**config.mk**
```make
export PLATFORM = sky130hd
export DESIGN_NAME = voxel_ray_traversal_3d_top_flat
export DESIGN_NICKNAME = d
export VERILOG_FILES = /design/src/vrt_pkg.sv /design/src/vrt_in_if.sv /design/src/vrt_out_if.sv /design/src/vrt_cfg_if.sv /design/src/voxel_ray_traversal_3d_top.sv /design/src/vrt_axis_unit.sv /design/src/flat_wrapper.sv
export SDC_FILE = /design/constraint.sdc
export NUM_CORES = 1
export LEC_CHECK = 0
export ABC_AREA = 1
export BUFFER_PORTS_ARGS = -buffer_cell sky130_fd_sc_hd__buf_2
export CORE_ASPECT_RATIO = 1.75
export CORE_MARGIN = 3
export CORE_UTILIZATION = 60
export DETAILED_ROUTE_END_ITERATION = 8
export PLACE_DENSITY = 0.77
export SETUP_SLACK_MARGIN = 0.1
export SYNTH_ARGS = -nofsm -noshare
export SYNTH_HDL_FRONTEND = slang
export SYNTH_HIERARCHICAL = 1
export SYNTH_SLANG_ARGS = --single-unit
```
**constraint.sdc**
```tcl
create_clock -name clk -period 7.5 [get_ports clk]
set_clock_uncertainty 0.1 [all_clocks]
set_input_delay 1.5 -clock clk [delete_from_list [all_inputs] [get_ports clk]]
set_output_delay 1.5 -clock clk [all_outputs]
set_load 0.01 [all_outputs]
```
**src/vrt_pkg.sv**
```systemverilog
// ----------------------------------------------------------------------------
// Voxel ray traversal package
// Shared constants, register indexes, state encoding and status types.
// ----------------------------------------------------------------------------
`timescale 1ns / 1ps
`default_nettype none

package vrt_pkg;

  // Default geometry of the block.
  localparam int MAX_SPAN     = 63;
  localparam int COORD_BITS   = 16;
  localparam int LIMIT_BITS   = 16;
  localparam int CFG_IDX_BITS = 8;

  // Configuration register indexes.
  localparam logic [CFG_IDX_BITS-1:0] CFG_SENSOR_X  = CFG_IDX_BITS'(0);
  localparam logic [CFG_IDX_BITS-1:0] CFG_SENSOR_Y  = CFG_IDX_BITS'(1);
  localparam logic [CFG_IDX_BITS-1:0] CFG_SENSOR_Z  = CFG_IDX_BITS'(2);
  localparam logic [CFG_IDX_BITS-1:0] CFG_RANGE_SQ  = CFG_IDX_BITS'(3);

  // Axis selectors for the shared unit.
  localparam logic [1:0] AX_X = 2'd0;
  localparam logic [1:0] AX_Z = 2'd2;

  // Sequencer states.
  typedef enum logic [2:0] {
    ST_IDLE,
    ST_SETUP,
    ST_INIT,
    ST_STEP,
    ST_EMIT,
    ST_FLUSH
  } vrt_state_t;

  // Status of the axis unit in setup mode.
  typedef struct packed {
    logic over;     // axis difference exceeds the walkable span
    logic dir_pos;  // target lies on the positive side of the sensor
  } vrt_flags_t;

endpackage

`default_nettype wire

```
**src/vrt_in_if.sv**
```systemverilog
// ----------------------------------------------------------------------------
// Target request channel
// Valid/ready channel carrying one target voxel per request.
// ----------------------------------------------------------------------------
`timescale 1ns / 1ps
`default_nettype none

interface vrt_in_if #(
  parameter int COORD_BITS = vrt_pkg::COORD_BITS
);
  logic                         valid;
  logic                         ready;
  logic signed [COORD_BITS-1:0] target_x;
  logic signed [COORD_BITS-1:0] target_y;
  logic signed [COORD_BITS-1:0] target_z;

  modport source (output valid, output target_x, output target_y, output target_z,
                  input ready);
  modport sink   (input valid, input target_x, input target_y, input target_z,
                  output ready);
endinterface

`default_nettype wire

```
**src/vrt_out_if.sv**
```systemverilog
// ----------------------------------------------------------------------------
// Traversed voxel channel
// Valid/ready channel carrying one emitted voxel and its flags per transfer.
// ----------------------------------------------------------------------------
`timescale 1ns / 1ps
`default_nettype none

interface vrt_out_if #(
  parameter int COORD_BITS = vrt_pkg::COORD_BITS
);
  logic                         valid;
  logic                         ready;
  logic signed [COORD_BITS-1:0] voxel_x;
  logic signed [COORD_BITS-1:0] voxel_y;
  logic signed [COORD_BITS-1:0] voxel_z;
  logic                         last_of_ray;
  logic                         out_of_span;

  modport source (output valid, output voxel_x, output voxel_y, output voxel_z,
                  output last_of_ray, output out_of_span, input ready);
  modport sink   (input valid, input voxel_x, input voxel_y, input voxel_z,
                  input last_of_ray, input out_of_span, output ready);
endinterface

`default_nettype wire

```
**src/vrt_cfg_if.sv**
```systemverilog
// ----------------------------------------------------------------------------
// Configuration write channel
// Valid/ready channel carrying a register index and write data per request.
// ----------------------------------------------------------------------------
`timescale 1ns / 1ps
`default_nettype none

interface vrt_cfg_if #(
  parameter int DATA_BITS = vrt_pkg::LIMIT_BITS
);
  logic                              valid;
  logic                              ready;
  logic [vrt_pkg::CFG_IDX_BITS-1:0]  index;
  logic [DATA_BITS-1:0]              data;

  modport source (output valid, output index, output data, input ready);
  modport sink   (input valid, input index, input data, output ready);
endinterface

`default_nettype wire

```
**src/voxel_ray_traversal_3d_top.sv**
```systemverilog
// One target at a time: a request is taken only in idle, after the last voxel
// of the previous ray went to the output register; output stalls hold the walk.
// A target beyond the span gives a single out-of-span result. Each walk step
// runs the three axes in turn in ST_STEP, then the range compare in ST_EMIT.
// Reset: synchronous, active low; clears the sequencer and output valid, and
// returns the sensor to the origin and the range limit to its maximum.
// ----------------------------------------------------------------------------
// Voxel ray traversal top level
// Walks a 3D Bresenham line from the configured sensor voxel to each target
// and emits every voxel within the squared range limit.
// ----------------------------------------------------------------------------
`timescale 1ns / 1ps
`default_nettype none

module voxel_ray_traversal_3d_top #(
  parameter int COORD_BITS = vrt_pkg::COORD_BITS,
  parameter int MAX_SPAN   = vrt_pkg::MAX_SPAN
) (
  input  wire logic  clk,
  input  wire logic  rst_n,
  vrt_in_if.sink     in_if,
  vrt_out_if.source  out_if,
  vrt_cfg_if.sink    cfg_if
);
  import vrt_pkg::*;

  localparam int SPAN_BITS = $clog2(MAX_SPAN + 1);
  localparam int QB        = SPAN_BITS + 1;
  localparam int EB        = SPAN_BITS + 2;
  localparam int ACC_W     = 2 * SPAN_BITS + 2;
  localparam int CMP_W     = (ACC_W > LIMIT_BITS) ? ACC_W : LIMIT_BITS;

  // Configuration registers
  logic signed [COORD_BITS-1:0] sensor_r [3];
  logic [LIMIT_BITS-1:0]        limit_r;

  // Sequencer
  vrt_state_t state_r, state_nxt;
  logic [1:0] ax_r, ax_nxt;

  // Ray datapath
  logic signed [COORD_BITS-1:0] target_r [3], target_nxt [3];
  logic [SPAN_BITS-1:0]         d_r [3], d_nxt [3];
  logic                         dir_r [3], dir_nxt [3];
  logic                         over_r, over_nxt;
  logic [SPAN_BITS-1:0]         dm_r, dm_nxt;
  logic [SPAN_BITS-1:0]         i_r, i_nxt;
  logic signed [EB-1:0]         e_r [3], e_nxt [3];
  logic signed [QB-1:0]         q_r [3], q_nxt [3];
  logic signed [COORD_BITS-1:0] cur_r [3], cur_nxt [3];
  logic [ACC_W-1:0]             acc_r, acc_nxt;

  // Held voxel, released once it is known whether it ends the ray
  logic                         pend_valid_r, pend_valid_nxt;
  logic signed [COORD_BITS-1:0] pend_r [3], pend_nxt [3];
  logic                         pend_oos_r, pend_oos_nxt;

  // Output register
  logic                         out_valid_r, out_valid_nxt;
  logic signed [COORD_BITS-1:0] out_p_r [3], out_p_nxt [3];
  logic                         out_last_r, out_last_nxt;
  logic                         out_oos_r, out_oos_nxt;

  // Axis unit connections
  vrt_flags_t                   unit_flags;
  logic [SPAN_BITS-1:0]         unit_abs;
  logic [2*SPAN_BITS-1:0]       unit_sq;
  logic signed [EB-1:0]         unit_err;
  logic signed [QB-1:0]         unit_off;
  logic signed [COORD_BITS-1:0] unit_voxel;

  logic                 out_free;
  logic                 in_ready;
  logic                 hit;
  logic [SPAN_BITS-1:0] dm_xy;
  logic [SPAN_BITS-1:0] dm_max;

  // Configuration writes; unknown indexes are dropped.
  assign cfg_if.ready = 1'b1;

  always_ff @(posedge clk) begin
    if (!rst_n) begin
      sensor_r[0] <= '0;
      sensor_r[1] <= '0;
      sensor_r[2] <= '0;
      limit_r     <= '1;
    end else if (cfg_if.valid) begin
      case (cfg_if.index)
        CFG_SENSOR_X: sensor_r[0] <= cfg_if.data[COORD_BITS-1:0];
        CFG_SENSOR_Y: sensor_r[1] <= cfg_if.data[COORD_BITS-1:0];
        CFG_SENSOR_Z: sensor_r[2] <= cfg_if.data[COORD_BITS-1:0];
        CFG_RANGE_SQ: limit_r     <= cfg_if.data[LIMIT_BITS-1:0];
        default: ;
      endcase
    end
  end

  // Shared axis unit, driven by the current axis selector.
  vrt_axis_unit #(
    .COORD_BITS (COORD_BITS),
    .MAX_SPAN   (MAX_SPAN)
  ) u_axis (
    .sensor     (sensor_r[ax_r]),
    .target     (target_r[ax_r]),
    .flags      (unit_flags),
    .abs_diff   (unit_abs),
    .offset     (q_r[ax_r]),
    .err        (e_r[ax_r]),
    .delta      (d_r[ax_r]),
    .dmax       (dm_r),
    .dir_pos    (dir_r[ax_r]),
    .offset_sq  (unit_sq),
    .err_nxt    (unit_err),
    .offset_nxt (unit_off),
    .voxel      (unit_voxel)
  );

  // Largest axis difference and the range test of the current voxel.
  assign dm_xy    = (d_r[0] > d_r[1]) ? d_r[0] : d_r[1];
  assign dm_max   = (dm_xy > d_r[2]) ? dm_xy : d_r[2];
  assign hit      = CMP_W'(acc_r) <= CMP_W'(limit_r);
  assign out_free = !out_valid_r || out_if.ready;

  // Sequencer state register.
  always_ff @(posedge clk) begin
    if (!rst_n) begin
      state_r <= ST_IDLE;
    end else begin
      state_r <= state_nxt;
    end
  end

  // Next state and datapath control.
  always_comb begin
    state_nxt      = state_r;
    ax_nxt         = ax_r;
    target_nxt     = target_r;
    d_nxt          = d_r;
    dir_nxt        = dir_r;
    over_nxt       = over_r;
    dm_nxt         = dm_r;
    i_nxt          = i_r;
    e_nxt          = e_r;
    q_nxt          = q_r;
    cur_nxt        = cur_r;
    acc_nxt        = acc_r;
    pend_valid_nxt = pend_valid_r;
    pend_nxt       = pend_r;
    pend_oos_nxt   = pend_oos_r;
    out_valid_nxt  = out_valid_r && !out_if.ready;
    out_p_nxt      = out_p_r;
    out_last_nxt   = out_last_r;
    out_oos_nxt    = out_oos_r;
    in_ready       = 1'b0;

    case (state_r)
      ST_IDLE: begin
        in_ready = 1'b1;
        if (in_if.valid) begin
          target_nxt[0] = in_if.target_x;
          target_nxt[1] = in_if.target_y;
          target_nxt[2] = in_if.target_z;
          ax_nxt        = AX_X;
          over_nxt      = 1'b0;
          state_nxt     = ST_SETUP;
        end
      end

      // One axis per cycle: difference, direction and span check.
      ST_SETUP: begin
        d_nxt[ax_r]   = unit_abs;
        dir_nxt[ax_r] = unit_flags.dir_pos;
        over_nxt      = over_r || unit_flags.over;
        if (ax_r == AX_Z) begin
          ax_nxt    = AX_X;
          state_nxt = ST_INIT;
        end else begin
          ax_nxt = ax_r + 2'd1;
        end
      end

      // Start the walk, or queue the single rejected result.
      ST_INIT: begin
        if (over_r) begin
          pend_nxt[0]    = '0;
          pend_nxt[1]    = '0;
          pend_nxt[2]    = '0;
          pend_oos_nxt   = 1'b1;
          pend_valid_nxt = 1'b1;
          state_nxt      = ST_FLUSH;
        end else begin
          dm_nxt         = dm_max;
          i_nxt          = dm_max;
          acc_nxt        = '0;
          pend_oos_nxt   = 1'b0;
          pend_valid_nxt = 1'b0;
          for (int a = 0; a < 3; a++) begin
            e_nxt[a] = {2'b00, (dm_max >> 1)};
            q_nxt[a] = '0;
          end
          state_nxt = ST_STEP;
        end
      end

      // One axis per cycle: accumulate its square, capture it, then advance it.
      ST_STEP: begin
        acc_nxt       = acc_r + {2'b00, unit_sq};
        e_nxt[ax_r]   = unit_err;
        q_nxt[ax_r]   = unit_off;
        cur_nxt[ax_r] = unit_voxel;
        if (ax_r == AX_Z) begin
          ax_nxt    = AX_X;
          state_nxt = ST_EMIT;
        end else begin
          ax_nxt = ax_r + 2'd1;
        end
      end

      // Range compare; a new hit pushes the held voxel to the output.
      ST_EMIT: begin
        if (!(hit && pend_valid_r && !out_free)) begin
          if (hit) begin
            if (pend_valid_r) begin
              out_valid_nxt = 1'b1;
              out_p_nxt     = pend_r;
              out_last_nxt  = 1'b0;
              out_oos_nxt   = 1'b0;
            end
            pend_nxt       = cur_r;
            pend_valid_nxt = 1'b1;
          end
          acc_nxt = '0;
          if (i_r == '0) begin
            state_nxt = ST_FLUSH;
          end else begin
            i_nxt     = i_r - 1'b1;
            state_nxt = ST_STEP;
          end
        end
      end

      // The held voxel is the last of the ray.
      ST_FLUSH: begin
        if (out_free) begin
          out_valid_nxt  = 1'b1;
          out_p_nxt      = pend_r;
          out_last_nxt   = 1'b1;
          out_oos_nxt    = pend_oos_r;
          pend_valid_nxt = 1'b0;
          state_nxt      = ST_IDLE;
        end
      end

      default: begin
        state_nxt = ST_IDLE;
      end
    endcase
  end

  // Control registers.
  always_ff @(posedge clk) begin
    if (!rst_n) begin
      ax_r         <= AX_X;
      pend_valid_r <= 1'b0;
      out_valid_r  <= 1'b0;
    end else begin
      ax_r         <= ax_nxt;
      pend_valid_r <= pend_valid_nxt;
      out_valid_r  <= out_valid_nxt;
    end
  end

  // Payload registers.
  always_ff @(posedge clk) begin
    target_r   <= target_nxt;
    d_r        <= d_nxt;
    dir_r      <= dir_nxt;
    over_r     <= over_nxt;
    dm_r       <= dm_nxt;
    i_r        <= i_nxt;
    e_r        <= e_nxt;
    q_r        <= q_nxt;
    cur_r      <= cur_nxt;
    acc_r      <= acc_nxt;
    pend_r     <= pend_nxt;
    pend_oos_r <= pend_oos_nxt;
    out_p_r    <= out_p_nxt;
    out_last_r <= out_last_nxt;
    out_oos_r  <= out_oos_nxt;
  end

  // Channel outputs.
  assign in_if.ready        = in_ready;
  assign out_if.valid       = out_valid_r;
  assign out_if.voxel_x     = out_p_r[0];
  assign out_if.voxel_y     = out_p_r[1];
  assign out_if.voxel_z     = out_p_r[2];
  assign out_if.last_of_ray = out_last_r;
  assign out_if.out_of_span = out_oos_r;

endmodule

`default_nettype wire

```
**src/vrt_axis_unit.sv**
```systemverilog
// ----------------------------------------------------------------------------
// Shared axis unit
// Per-axis arithmetic used one axis at a time: absolute difference and
// direction at setup, then square, error update and coordinate step per walk step.
// ----------------------------------------------------------------------------
`timescale 1ns / 1ps
`default_nettype none

module vrt_axis_unit #(
  parameter int  COORD_BITS = vrt_pkg::COORD_BITS,
  parameter int  MAX_SPAN   = vrt_pkg::MAX_SPAN,
  localparam int SPAN_BITS  = $clog2(MAX_SPAN + 1),
  localparam int QB         = SPAN_BITS + 1,
  localparam int EB         = SPAN_BITS + 2
) (
  // Setup operands
  input  wire logic signed [COORD_BITS-1:0] sensor,
  input  wire logic signed [COORD_BITS-1:0] target,
  output vrt_pkg::vrt_flags_t               flags,
  output logic [SPAN_BITS-1:0]              abs_diff,
  // Walk operands
  input  wire logic signed [QB-1:0]         offset,
  input  wire logic signed [EB-1:0]         err,
  input  wire logic [SPAN_BITS-1:0]         delta,
  input  wire logic [SPAN_BITS-1:0]         dmax,
  input  wire logic                         dir_pos,
  output logic [2*SPAN_BITS-1:0]            offset_sq,
  output logic signed [EB-1:0]              err_nxt,
  output logic signed [QB-1:0]              offset_nxt,
  output logic signed [COORD_BITS-1:0]      voxel
);
  import vrt_pkg::*;

  localparam int DB = COORD_BITS + 1;
  localparam logic [QB-1:0] Q_ONE = QB'(1);

  logic signed [DB-1:0]   diff;
  logic [DB-1:0]          diff_abs;
  logic signed [2*QB-1:0] sq_full;
  logic signed [EB-1:0]   err_dec;
  logic                   move;

  // Axis difference, one bit wider so it cannot wrap.
  assign diff     = {target[COORD_BITS-1], target} - {sensor[COORD_BITS-1], sensor};
  assign diff_abs = diff[DB-1] ? (~diff + 1'b1) : diff;
  assign abs_diff = diff_abs[SPAN_BITS-1:0];

  assign flags.over    = diff_abs > DB'(MAX_SPAN);
  assign flags.dir_pos = !diff[DB-1] && (diff != '0);

  // Squared offset from the sensor; never exceeds MAX_SPAN squared.
  assign sq_full   = offset * offset;
  assign offset_sq = sq_full[2*SPAN_BITS-1:0];

  // Error term update: step the axis when the error goes negative.
  assign err_dec    = err - {2'b00, delta};
  assign move       = err_dec[EB-1];
  assign err_nxt    = move ? (err_dec + {2'b00, dmax}) : err_dec;
  assign offset_nxt = move ? (dir_pos ? offset + Q_ONE : offset - Q_ONE) : offset;

  // Absolute voxel coordinate, wrapping at the coordinate width.
  assign voxel = sensor + {{(COORD_BITS-QB){offset[QB-1]}}, offset};

endmodule

`default_nettype wire

```
**src/flat_wrapper.sv**
```systemverilog
// flat-port wrapper written by rule: the top's interface ports become plain ports
module voxel_ray_traversal_3d_top_flat import vrt_pkg::*;
#(
  parameter int COORD_BITS = vrt_pkg::COORD_BITS,
  parameter int MAX_SPAN   = vrt_pkg::MAX_SPAN
)
  (clk, rst_n, in_if_valid, in_if_target_x, in_if_target_y, in_if_target_z, in_if_ready, out_if_valid, out_if_voxel_x, out_if_voxel_y, out_if_voxel_z, out_if_last_of_ray, out_if_out_of_span, out_if_ready, cfg_if_valid, cfg_if_index, cfg_if_data, cfg_if_ready);
  vrt_in_if #(.COORD_BITS(COORD_BITS)) in_if_i ();
  vrt_out_if #(.COORD_BITS(COORD_BITS)) out_if_i ();
  vrt_cfg_if cfg_if_i ();
  input  wire logic clk;
  input  wire logic rst_n;
  input wire logic [$bits(in_if_i.valid)-1:0] in_if_valid;
  input wire logic [$bits(in_if_i.target_x)-1:0] in_if_target_x;
  input wire logic [$bits(in_if_i.target_y)-1:0] in_if_target_y;
  input wire logic [$bits(in_if_i.target_z)-1:0] in_if_target_z;
  output wire logic [$bits(in_if_i.ready)-1:0] in_if_ready;
  output wire logic [$bits(out_if_i.valid)-1:0] out_if_valid;
  output wire logic [$bits(out_if_i.voxel_x)-1:0] out_if_voxel_x;
  output wire logic [$bits(out_if_i.voxel_y)-1:0] out_if_voxel_y;
  output wire logic [$bits(out_if_i.voxel_z)-1:0] out_if_voxel_z;
  output wire logic [$bits(out_if_i.last_of_ray)-1:0] out_if_last_of_ray;
  output wire logic [$bits(out_if_i.out_of_span)-1:0] out_if_out_of_span;
  input wire logic [$bits(out_if_i.ready)-1:0] out_if_ready;
  input wire logic [$bits(cfg_if_i.valid)-1:0] cfg_if_valid;
  input wire logic [$bits(cfg_if_i.index)-1:0] cfg_if_index;
  input wire logic [$bits(cfg_if_i.data)-1:0] cfg_if_data;
  output wire logic [$bits(cfg_if_i.ready)-1:0] cfg_if_ready;
  assign in_if_i.valid = in_if_valid;
  assign in_if_i.target_x = in_if_target_x;
  assign in_if_i.target_y = in_if_target_y;
  assign in_if_i.target_z = in_if_target_z;
  assign in_if_ready = in_if_i.ready;
  assign out_if_valid = out_if_i.valid;
  assign out_if_voxel_x = out_if_i.voxel_x;
  assign out_if_voxel_y = out_if_i.voxel_y;
  assign out_if_voxel_z = out_if_i.voxel_z;
  assign out_if_last_of_ray = out_if_i.last_of_ray;
  assign out_if_out_of_span = out_if_i.out_of_span;
  assign out_if_i.ready = out_if_ready;
  assign cfg_if_i.valid = cfg_if_valid;
  assign cfg_if_i.index = cfg_if_index;
  assign cfg_if_i.data = cfg_if_data;
  assign cfg_if_ready = cfg_if_i.ready;
  voxel_ray_traversal_3d_top #(.COORD_BITS(COORD_BITS), .MAX_SPAN(MAX_SPAN)) u_core (.clk(clk), .rst_n(rst_n), .in_if(in_if_i), .out_if(out_if_i), .cfg_if(cfg_if_i));
endmodule
```
==> flow_summary.yaml, run 1 <==
outcome:
  status: "finished, final reports clean"
timing:
  tns_ns: 0
  tightest_slew_ns: 1.190
  slew_headroom_pct: 20.47
  max_freq_mhz: 156.4
  rsz0062_at_grt: "no"
  slew_violations: 0
  layout_min_cycle_time_ns: 6.395
  fin_crit_sh_pct: 85.26
  hold_violations: 0
  finalSetupViolations: 0
placed_design:
  gp_congestion: 0.9397
  dp_hpwl_um: 32790
  io_buffer_count: 128
grt:
  grt_pass1_wl_um: 67720
  grt_pass1_vias: 13808
  grt_start_max_net_pins: 64
  grt_overflow_total: 0
  track_usage_pct: 24.71
  antenna_found_initial: 0
floorplanning:
  ios: 130
  die_y_um: 244.2
  die_x_um: 142.1
  core_sq_um: 31740
  dieArea_sq_um: 34710
  rows: 86
  initial_core_util_pct: 61.29
logic_synthesis:
  synth_area_sq_um: 19450
  synth_cells: 1967
  ys_dominant_reg_cell: "edfxtp_1"
  synthesis.nets: 2186
  synth_seq_area_share_pct: 54.43
  synth_area_leaders: "edfxtp_1 (52%), nand2_1 (8.2%), ha_1 (7.0%)"
  yosys.area.top_type_share_pct: 51.86
  async_reset_ff_share_pct: 0
  ys_warn_count: 6
  synth-seq-cells: 361
  synth_edf_count: 336
  synth_top_area_cell: "edfxtp_1"
  syn_area_per_cell_sq_um: 9.891
  synth_cell_types: 56
hold_path:
  hp-class: "reg2reg"
setup_path:
  criticalPathCategory: "reg2reg"
  path_max_fanout: 17
  critPathSlowestCell: "fa_1"
  cp.required_ns: 7.83
  cp_common_cell: "a21oi_1"
  critical_path.max_stage_delay_ns: 0.53
  endpoint_kind: "register"
  worst_setup_path_start_kind: "register"
  worstPathArrival_ns: 6.73
detailed_routing:
  post-route-drc-count: 0
  routedWlPerCell_um: 17.03
  vias: 13861
  dr.pass1.iters: 9
  vias_per_cell: 5.525
  wl_um: 42720
  first_iter_violations: 698
  antenna_left: 0
cts:
  clock_latency_ns: 0.58
  clockBufferDepth: 3
  clkSinkCount: 361
  cts_max_level: 1
  path_clk_slew_ns: 0.07
  numCtsBuffers: 30
  root_buffer: "clkbuf_16"
  post_cts_buffers: 0
  ctsHoldBuffers: 0
  cts_resized: 0
  cts_tree: "done"
layout:
  layout-drive-gt1-share_pct: 13.06
  syn_to_final_growth_pct: 10.76
  diodes: 0
  nets: 2308
run:
  cap_violations: 0
==> logic make-up (layout without fill, tap and decap cells) <==
family	after synthesis	in the layout	synth area share, %
and+or+nand+nor	736	736	15.89
DFF	361	361	54.43
other	2	2	0.03860
buffers and inverters	389	535	7.846
xor gates and xnor gates	50	50	2.251
AOI/OAI and AO/OA	287	287	9.132
adders and majority gates	142	142	10.41
==> critical path, delay by kind of cell, from the launching register on <==
family / cells / cell delay, ns
buffers and inverters: 6 / 0.74
adder cells (fa/ha/maj): 6 / 2.24
AO/OA/AOI/OAI: 10 / 1.65
flip-flops: 1 / 0.41
XOR/XNOR: 1 / 0.15
AND/OR/NAND/NOR: 6 / 0.96
==> flip-flops by register name (all words and copies together) (netlist names), 2 cells and up, named ones only <==
signal / count
u_core/acc_r: 14
u_core/ax_r: 2
u_core/cur_r: 48
u_core/d_r: 18
u_core/dir_r: 3
u_core/dm_r: 6
u_core/e_r: 24
u_core/i_r: 6
u_core/limit_r: 16
u_core/out_if.voxel_x: 16
u_core/out_if.voxel_y: 16
u_core/out_if.voxel_z: 16
u_core/pend_r: 48
u_core/q_r: 21
u_core/sensor_r: 48
u_core/state_r: 3
u_core/target_r: 48
==> cell type report <==
cell class	instances	area, sq um
Sequential cell	361	10590
Fill cell	2387	10190
Multi-Input combinational cell	1217	7378
Inverter	337	1265
Clock buffer	37	808.3
Timing Repair Buffer	142	745.7
Tap cell	396	495.5
Clock inverter	19	265.3
==> placed cells by master (no fill, tap or decap), types with 16 or more instances in the layout <==
master,count
a21oi_1,106
ha_1,109
edfxtp_1,336
xor2_1,36
dfxtp_1,25
clkbuf_16,31
nand3_1,92
o211ai_1,19
nand2_1,422
inv_1,316
fa_1,33
o21ai_1,16
buf_2,128
a22oi_1,24
nor2_1,151
inv_2,21
o21ai_0,57
==> path summary, 6_finish.rpt <==
kind / startpoint / end / slack, ns / cells past startpoint
max: u_core/ax_r[1] / u_core/acc_r[13] / 1.11 / 29
min: u_core/pend_r[15] / u_core/out_if.voxel_z[15] / 0.31 / 0
max reg2reg: u_core/ax_r[1] / u_core/acc_r[13] / 1.11 / 29
min reg2reg: u_core/pend_r[15] / u_core/out_if.voxel_z[15] / 0.31 / 0
==> Yosys cell counts (24+ instances only) <==
library cell and n:
edfxtp_1 336, nand2_1 423, xor2_1 36, clkbuf_1 31, nor2_1 156, ha_1 109
a22oi_1 24, inv_1 316, dfxtp_1 25, o21ai_0 57, nand3_1 92, a21oi_1 107
fa_1 33
==> routing by layer <==
metal	part of all wire, %	wire [um]	global-route usage, %	vias up
met1	36	15200	26.79	6447
met2	54	22970	46.18	475
met3	5.1	2160	2.817	141
li1	-	-	-	6798
met4	5.6	2385	13.05	0
met5	0	0	0	-
==> per-stage QoR <==
step                utilization [%]  std cells  hold WS, ns  setup WS (ns)  cell area, sq um
floorplan                         -       1967       0.3003          1.004             19450
global placement              64.50       2453       0.3003          1.308             20470
detailed placement            64.50       2453       0.3045          1.157             20470
CTS                           67.88       2509       0.3170          1.152             21550
global route                  67.88       2509       0.3276         0.6560             21550
finish                        67.88       2509       0.3134          1.105             21550
Power of run 1 is left out: the tool's default activity adds up to more than one toggle a clock period on the data nets, which glitch-free logic cannot reach.
==> run 2, diff against run 1 <==
REMOVE_ABC_BUFFERS = 1   (was not set)
==> run 2 against run 1 <==
  * Final cell count about the same
  * Worst hold slack gained 0.0035 ns
  * Register-to-register slack got worse by 0.14 ns
  * Cell area increased by 0.22%
  * Die area unchanged
  * Setup slack worse by 0.14 ns
  * First-iteration DRC count rose by 30%
  * Fmax decreased by 2.2%
  * Wire length shrank 2.4%
  * Global-route usage decreased by 0.93 points
  * Sequential share of layout area shrank 0.11 points
==> flow_summary.yaml, run 2 (same netlist as run 1, synthesis figures left out) <==
setup_path:
  worstPathCellList: "inv_2, nor2_2, a22oi_1, o21ai_0, nand2_1, fa_1, fa_1, fa_1, inv_1, fa_1, ha_1, a21oi_1, inv_1, a21oi_1, nor2_1, o21ai_0, nand2_1, xor2_1, ha_1, a21oi_1, o21ai_0, a21oi_1, o21ai_0, a21oi_1"
  worstPathArrival_ns: 6.86
  path_max_fanout: 16
  criticalPathCategory: "reg2reg"
  critical_path.max_stage_delay_ns: 0.61
  worst-path-buf-inv: 3
  cp_common_cell: "a21oi_1"
  reg2reg_depth: 24
  critPathSlowestCell: "nor2_2"
  worst_setup_path_start_kind: "register"
  cp.required_ns: 7.82
  rrSetupSlack_ns: 0.96
  r2r-end: "u_core/acc_r[13]"
  critical-path-top-delay-family: "adder cells"
  r2r-start: "u_core/ax_r[0]"
  endpoint_kind: "register"
layout:
  final_cell_count_no_fill: 2511
  nets: 2310
  final_common_cell: "nand2_1"
  num-fill-cells: 2365
  diodes: 0
  layout-drive-gt1-share_pct: 13.05
  stdcell_area_sq_um: 21600
  finalCoreUtilization_pct: 68.03
  most-common-layout-cells: "nand2_1 (422), edfxtp_1 (336), inv_1 (316), nor2_1 (151), buf_2 (128)"
  syn_to_final_growth_pct: 11.00
timing:
  max_freq_mhz: 153.0
  fin_crit_sh_pct: 87.15
  slew_headroom_pct: 21.06
  finalSetupViolations: 0
  slew_violations: 0
  rsz0062_at_grt: "no"
  layout_min_cycle_time_ns: 6.536
  tightest_slew_ns: 1.181
  hold_violations: 0
outcome:
  status: "finished, final reports clean"
cts:
  ctsHoldBuffers: 0
  post_cts_buffers: 0
  root_buffer: "clkbuf_16"
  clock_latency_ns: 0.57
  cts_tree: "done"
  cts_resized: 0
  clockBufferDepth: 3
  numCtsBuffers: 30
  clkSinkCount: 361
  cts_max_level: 1
  path_clk_slew_ns: 0.07
detailed_routing:
  vias: 13928
  antenna_left: 0
  vias_per_cell: 5.547
  dr.pass1.iters: 6
  wl_um: 41700
  first_iter_violations: 910
  post-route-drc-count: 0
  routedWlPerCell_um: 16.60
floorplanning:
  ios: 130
  initial_core_util_pct: 61.29
  die_y_um: 244.2
  rows: 86
  dieArea_sq_um: 34710
  core_sq_um: 31740
  die_x_um: 142.1
placed_design:
  place_area_sq_um: 20490
  gp_congestion: 0.9283
  place_inst: 2455
  dp_hpwl_um: 31620
  io_buffer_count: 128
grt:
  grt_pass1_wl_um: 65740
  track_usage_pct: 23.77
  grt_overflow_total: 0
  grt_pass1_vias: 13787
  grt_start_max_net_pins: 64
  antenna_found_initial: 0
hold_path:
  hp-class: "reg2reg"
  min_to: "u_core/out_if.voxel_x[0]"
  worst_hold_startpoint: "u_core/pend_r[32]"
  timing.hold.worst_path_depth: 0
run:
  cap_violations: 0
==> run 2: layer usage <==
layer	GRT usage (%)	vias to the layer above	part of all wire, %
met4	13.62	0	6.5
met1	24.55	6515	35
met5	0	-	0
met2	45.20	473	54
met3	2.700	141	4.6
li1	-	6799	-
==> run 2: worst register-to-register path, stage by stage, from the launching register on <==
cell	delay (ns)
dfxtp_1	0.42
inv_2	0.07
nor2_2	0.61
a22oi_1	0.13
o21ai_0	0.33
nand2_1	0.24
fa_1	0.55
fa_1	0.53
fa_1	0.56
inv_1	0.06
fa_1	0.48
ha_1	0.36
a21oi_1	0.15
inv_1	0.05
a21oi_1	0.19
nor2_1	0.06
o21ai_0	0.14
nand2_1	0.08
xor2_1	0.14
ha_1	0.37
a21oi_1	0.24
o21ai_0	0.10
a21oi_1	0.16
o21ai_0	0.10
a21oi_1	0.18
==> run 2: layout make-up <==
class                           instances  area, sq um  area share, %
Clock inverter                         21        289.0          1.338
Tap cell                              396        495.5          2.294
Clock buffer                           35        820.8          3.801
Multi-Input combinational cell       1217         7375          34.15
Timing Repair Buffer                  144        760.7          3.523
Sequential cell                       361        10590          49.04
Inverter                              337         1265          5.857
==> run 2: worst max path at each step <==
stage	startpoint	to	slack, ns	cells after the start
after global placement	u_core/ax_r[0]	u_core/acc_r[13]	1.17	24
after CTS	u_core/ax_r[0]	u_core/acc_r[13]	1.04	24
final	u_core/ax_r[0]	u_core/acc_r[13]	0.96	24
after global routing	u_core/ax_r[0]	u_core/acc_r[13]	0.49	29
after floorplan	u_core/ax_r[0]	u_core/acc_r[13]	-0.04	24
after detailed placement	u_core/ax_r[0]	u_core/acc_r[13]	1.09	24
==> run 2: metrics by stage <==
step,hold slack (ns),setup TNS [ns],worst slack [ns]
5_1_grt,0.3243,0,0.4914
3_5_place_dp,0.3045,0,1.086
4_1_cts,0.3184,0,1.042
2_1_floorplan,0.3003,-0.05369,-0.03922
6_report,0.3170,0,0.9639
3_3_place_gp,0.3007,0,1.169
Power of run 2 is left out for the same reason.
